### src/hdl/domain_transform_recursive_row_filter_defines.svh
// Assertion macros shared by the row filter modules.
`ifndef DOMAIN_TRANSFORM_RECURSIVE_ROW_FILTER_DEFINES_SVH
`define DOMAIN_TRANSFORM_RECURSIVE_ROW_FILTER_DEFINES_SVH

// The property must hold at every clock edge outside reset.
`define DTRF_ASSERT(name, prop, msg) \
  name: assert property (@(posedge clk_i) disable iff (!rst_ni) prop) else $error(msg);

// The condition must never be true outside reset.
`define DTRF_NEVER(name, cond, msg) \
  name: assert property (@(posedge clk_i) disable iff (!rst_ni) !(cond)) else $error(msg);

`endif

### src/hdl/dtrf_pkg.sv
package dtrf_pkg;

  localparam int SAMPLE_BITS   = 16;
  localparam int WEIGHT_BITS   = 16;
  localparam int CHANNELS      = 3;
  localparam int MAX_WIDTH_DEF = 2048;
  localparam int DIST_BITS     = SAMPLE_BITS + 2;

  localparam logic [1:0] REG_DECAY    = 2'd0;
  localparam logic [1:0] REG_RATIO    = 2'd1;
  localparam logic [1:0] REG_CHANNELS = 2'd2;

  localparam logic OP_PUSH = 1'b0;
  localparam logic OP_PULL = 1'b1;

  typedef struct packed {
    logic                                   op;
    logic                                   first;
    logic [CHANNELS-1:0]                    mask;
    logic [CHANNELS-1:0][SAMPLE_BITS-1:0]   data;
    logic [CHANNELS-1:0][SAMPLE_BITS-1:0]   guide;
  } q_item_t;

  typedef struct packed {
    logic                 start;
    logic [DIST_BITS-1:0] l1_sum;
  } wgt_req_t;

  typedef struct packed {
    logic                   ready;
    logic                   done;
    logic [WEIGHT_BITS-1:0] weight;
  } wgt_rsp_t;

endpackage

### src/hdl/dtrf_front.sv
`include "domain_transform_recursive_row_filter_defines.svh"

module dtrf_front import dtrf_pkg::*; (
  input  logic          clk_i,
  input  logic          rst_ni,
  input  logic          s_axis_tvalid,
  output logic          s_axis_tready,
  input  logic [95:0]   s_axis_tdata,  // data_ch0, data_ch1, data_ch2, guide_ch0, guide_ch1, guide_ch2
  input  logic [1:0]    s_axis_tuser,  // opcode, first_in_row
  input  logic [1:0]    chan_used_i,
  output logic          q_valid_o,
  output q_item_t       q_item_o,
  input  logic          q_pop_i
);

  logic [1:0]          cnt_q;
  logic                head_q;
  logic                tail_q;
  q_item_t             slot_q [2];
  q_item_t             item;
  logic [CHANNELS-1:0] mask;
  logic [1:0]          nact;
  logic                take;

  always_comb begin
    nact = (chan_used_i == 2'd0) ? 2'd1 : chan_used_i;
    if (nact > 2'(CHANNELS)) begin
      nact = 2'(CHANNELS);
    end
    for (int c = 0; c < CHANNELS; c++) begin
      mask[c] = (c < int'(nact));
    end
  end

  always_comb begin
    item.op    = s_axis_tuser[0];
    item.first = s_axis_tuser[1];
    item.mask  = mask;
    for (int c = 0; c < CHANNELS; c++) begin
      item.data[c]  = mask[c] ? s_axis_tdata[c*SAMPLE_BITS +: SAMPLE_BITS] : '0;
      item.guide[c] = mask[c] ?
          s_axis_tdata[(CHANNELS+c)*SAMPLE_BITS +: SAMPLE_BITS] : '0;
    end
  end

  assign s_axis_tready = (cnt_q != 2'd2);
  assign take          = s_axis_tvalid && s_axis_tready;
  assign q_valid_o     = (cnt_q != 2'd0);
  assign q_item_o      = slot_q[head_q];

  always_ff @(posedge clk_i or negedge rst_ni) begin
    if (!rst_ni) begin
      cnt_q  <= 2'd0;
      head_q <= 1'b0;
      tail_q <= 1'b0;
    end else begin
      if (take) begin
        tail_q <= ~tail_q;
      end
      if (q_pop_i) begin
        head_q <= ~head_q;
      end
      cnt_q <= cnt_q + 2'(take) - 2'(q_pop_i);
    end
  end

  always_ff @(posedge clk_i) begin
    if (take) begin
      slot_q[tail_q] <= item;
    end
  end

  `DTRF_NEVER(a_queue_over, cnt_q > 2'd2, "request queue overfilled")
  `DTRF_NEVER(a_queue_under, q_pop_i && (cnt_q == 2'd0), "pop from an empty request queue")

endmodule

### config.mk
export PLATFORM = sky130hd
export DESIGN_NAME = dtrf_front
export DESIGN_NICKNAME = d
export VERILOG_FILES = /design/src/hdl/dtrf_pkg.sv /design/src/hdl/dtrf_front.sv
export VERILOG_INCLUDE_DIRS = /design/src /design/src/hdl
export SDC_FILE = /design/constraint.sdc
export NUM_CORES = 1
export LEC_CHECK = 0
export BUFFER_PORTS_ARGS = -buffer_cell sky130_fd_sc_hd__buf_2
export CORE_MARGIN = 3
export CORE_UTILIZATION = 41
export CTS_CLUSTER_SIZE = 28
export DETAILED_ROUTE_END_ITERATION = 8
export GPL_TIMING_DRIVEN = 0
export HOLD_SLACK_MARGIN = 0.05
export PLACE_DENSITY = 0.76
export SLEW_MARGIN = 25
export SYNTH_ARGS = -nofsm -noshare
export SYNTH_HDL_FRONTEND = slang
export SYNTH_SLANG_ARGS = --single-unit
### constraint.sdc
create_clock -name clk_i -period 15.95 [get_ports clk_i]
set_clock_uncertainty 0.2 [all_clocks]
set_input_delay 1.595 -clock clk_i [delete_from_list [all_inputs] [get_ports clk_i]]
set_output_delay 1.595 -clock clk_i [all_outputs]
set_load 0.02 [all_outputs]
* Word-level counts from Yosys, hierarchy flattened
Memory sizes are Yosys's and may differ from the RTL's.
Index checks and enable logic that the tools add are counted.
** Cells by class
- Add/sub/neg operators :: 2
- Order comparisons :: 4
- Equality and inequality tests :: 1
- Multiplexer cells :: 10
- Bitwise gates (word level) :: 2
- Reductions and logical operators :: 3
** Operator list (count)
- $mux W16 :: 6
- $lt A1 B2 Y1 const A :: 2
- $mux W2 :: 2
- $add A2 B1 Y2 :: 1
- $gt A2 B2 Y1 const B :: 1
- $logic_not A2 Y1 :: 1
- $lt A2 B2 Y1 const A :: 1
- $mux W1 :: 2
- $ne A2 B2 Y1 const B :: 1
- $not A1 Y1 :: 2
- $reduce_bool A2 Y1 :: 1
- $sub A2 B1 Y2 :: 1
- $logic_and A1 B1 Y1 :: 1
** Storage, ports and cells
- Register bits after elaboration :: 4
- Bits in writable memories :: 202
- Input bits :: 104
- Word-level logic and storage cells :: 26
- Memories kept :: 1
** Memories
- slot_q :: depth 2, width 101, read ports 1, clocked after Yosys merged registers in 0, wr ports 1, line dtrf_front.sv:19 : q_item_t slot_q [2];

* Longest topological paths before layout
- Word-level depth :: 6
- Mapped depth :: 5
- Gate-level depth less buffers :: 5

* Worst setup path before layout
OpenSTA, ideal clock, no wires.
- Path type :: input -> register
- Start point :: input port s_axis_tvalid
- End point :: memory slot_q[0][0] in the netlist's numbering, enable pin
- Arrival time :: 5.911 ns
- Data required time :: 15.188 ns
- Path slack :: 9.277 ns
- Stages :: 2
- Cell sequence :: nand2_1 > nor2_1
** On the way
- Longest elaborated chain between the ends :: 3
** Ends and longest elaborated chain
- start: declaration :: line dtrf_front.sv:6 : input logic s_axis_tvalid,
- $logic_and A1 B1 Y1 :: line dtrf_front.sv:47 : assign take = s_axis_tvalid && s_axis_tready;
- $mux W1 :: line dtrf_front.sv:68 : if (take) begin
- $mux W1 (not written as such) :: line dtrf_front.sv:69 : slot_q[tail_q] <= item;
- end: declaration :: line dtrf_front.sv:19
Every way passes these cells.

==> flow_summary.ini <==
[pwr]
intPower_mw = 1.36
p_seq_frac = 0.390
p_leak_nw = 4.23
ir_worst_vdd_v = 0.000167
p_total_mw = 1.99
switching_share = 0.317
p_clk_frac = 0.245
pwr-share-comb = 0.365
power_density_nw_per_um2 = 191
switchingPower_mw = 0.631

[routing]
ant_nets = 0
drt_first_pass_iters = 4
avgViaCountPerCell = 4.74
drtIter0Drc = 156
drc = 0
routedWlPerCell_microns = 17.6
via_count = 4382
wl_mm = 16.3

[placed_design]
hpwlAfterDp_mm = 11.6
io_buffers = 173
placed_cell_area_sq_um = 9740
dpl.cell_count = 885
place_congestion = 0.745
pre_cts_ws_ns = 12.54

[setup_path]
max_stage_delay_ns = 0.35
critical_path_class = reg2out
cp_top_family = buffers and inverters
crit_fanout = 10
path_cells = buf_4, buf_6, mux2_4, buf_2
startpoint_type = flop
reg2reg_depth = 5
required_ns = 14.16
reg2reg_to = slot_q[0][27]
startpoint = head_q
worstPathArrival_ns = 1.82
crit_slowest_cell = dfrtp_1
crit_end = q_item_o[41]
reg2reg_from = cnt_q[0]
cp-end-kind = primary output
cp.depth = 4
crit_buf_inv = 3
rrSetupSlack_ns = 13.72

[synth]
synth_area_sq_um = 8390
synth_flop_cell = edfxtp_1
synthTopCellsByArea = edfxtp_1 (72%), mux2_4 (14%), mux2_2 (2.8%), and2_1 (2.5%), and3_1 (2.5%)
ys_ff_latch = 206
yosysTopAreaCell = edfxtp_1
synth_area_per_cell_sq_um = 19.1
synth.top_cell.area_share = 0.723
synth-edff-count = 202
synth_most_common_cell = edfxtp_1
post_synth_num_cell_types = 21
synthCells = 440
synthArstFlopShare = 0.0194
ys_seq_area_frac = 0.735
netlist_top_cells_count = edfxtp_1 (202), mux2_4 (80), clkbuf_1 (38), and2_1 (33), and3_1 (33)
yosys_warnings = 0

[die]
start_util = 0.424
coreArea_sq_um = 19800
pin_count = 207
dieArea_sq_um = 22200
die_y_microns = 149
die_w_microns = 149
rows = 51

[timing]
clock.fmax_mhz = 277
rsz0062_at_grt = no
slew_headroom = 0.581
tightest_slew_ns = 0.627
final_max_slew_viol_count = 0
fin_crit_ns = 3.61
setup_ws_ns = 12.34
hold_violations = 0
min_period_over_period = 0.227
setup_viol_count_final = 0
fin_tns_setup_ns = 0

[global_route]
grt_max_degree = 45
grt_pass1_wl_mm = 24.6
overflow = 0
antenna_found_initial = 3
grt.total_usage = 0.142
first_global_vias = 4800

[run_status]
outcome = completed

[cells_and_area]
drive_gt1_frac = 0.508
final_cells = 925
nets = 749
fin_area_sq_um = 10500
syn_to_final_growth_pct = 24.6

[clock_network]
cts.clk_slew.worst_paths_ns = 0.06
cts_hold_buf = 0
clock_insertion_delay_worst_skew_ns = 0.49
cts-root-buf = clkbuf_16
cts_tree = done
post-cts-setup-buffers = 0
htree_levels = 1
cts_resized = 0
cts_buffer_depth = 3
cts.sinks = 206
cts_inserted_buffers = 22

[run]
maxCapViolCount = 0

[worst_hold_path]
hold_class = reg2reg
==> per-stage QoR <==
stage	util	hold WS, ns
global route	0.528	0.407
CTS	0.528	0.381
detailed placement	0.492	0.368
global placement	0.485	0.275
floorplan	-	0.261
finish	0.528	0.382
==> flip-flops by register name (all words and copies together), names as in the netlist <==
| register | cells |
|---|---|
| tail_q | 1 |
| head_q | 1 |
| cnt_q | 2 |
| slot_q | 202 |
==> power by group through the flow <==
stage / logic [mW] / registers (mW) / clock network, mW
finish: 0.727 / 0.776 / 0.489
global route: 0.772 / 0.787 / 0.525
CTS: 0.741 / 0.778 / 0.502
detailed placement: 0.739 / 0.789 / 0
global placement: 0.697 / 0.808 / 0
floorplan: 0.516 / 0.794 / 0
==> layout make-up <==
cell class | count | area [sq um]
antenna | 1 | 2.50
buffer | 54 | 275
clock buffer | 23 | 576
clock inverter | 16 | 130
fill | 1652 | 9330
multi-input combinational | 181 | 1960
sequential | 206 | 6170
tap | 265 | 332
timing repair buffer | 179 | 1010
==> cell usage in the layout (no fill, tap or decap), drive strengths merged <==
master	instances
a21bo	1
a21oi	1
and2	33
and3	33
buf	195
bufinv	2
clkbuf	61
clkinv	12
clkinvlp	2
conb	2
dfrtp	4
diode	1
edfxtp	202
ha	1
mux2	101
nand2	1
nand2b	1
nor2	1
nor3b	1
or2	1
xnor2	3
xor2	1
==> layer usage <==
layer / share of wire / track usage
met3: 0.073 / 0.0435
met2: 0.51 / 0.253
met4: 0.019 / 0.0416
met1: 0.39 / 0.164
met5: 0.0025 / 0
==> worst min-delay path by stage <==
stage / from / to / slack [ns] / cells after the start
2_1_floorplan: tail_q / tail_q / 0.26 / 1
5_1_grt: tail_q / tail_q / 0.41 / 1
3_3_place_gp: tail_q / tail_q / 0.27 / 1
3_5_place_dp: tail_q / tail_q / 0.37 / 1
4_1_cts: tail_q / tail_q / 0.38 / 1
6_report: tail_q / tail_q / 0.38 / 1
==> logic make-up (layout without fill, tap and decap cells) <==
kind of cell,after synthesis,in the layout,share of synthesized area
XOR/XNOR,4,4,0.00418
AO/OA/AOI/OAI,2,2,0.00179
buffers and inverters,54,272,0.0328
AND/OR/NAND/NOR,71,71,0.0525
adder cells (fa/ha/maj),1,1,0.00149
flip-flops,206,206,0.735
other,1,3,0.000447
multiplexers,101,101,0.171
No activity file was read; power rests on OpenSTA's default activity.
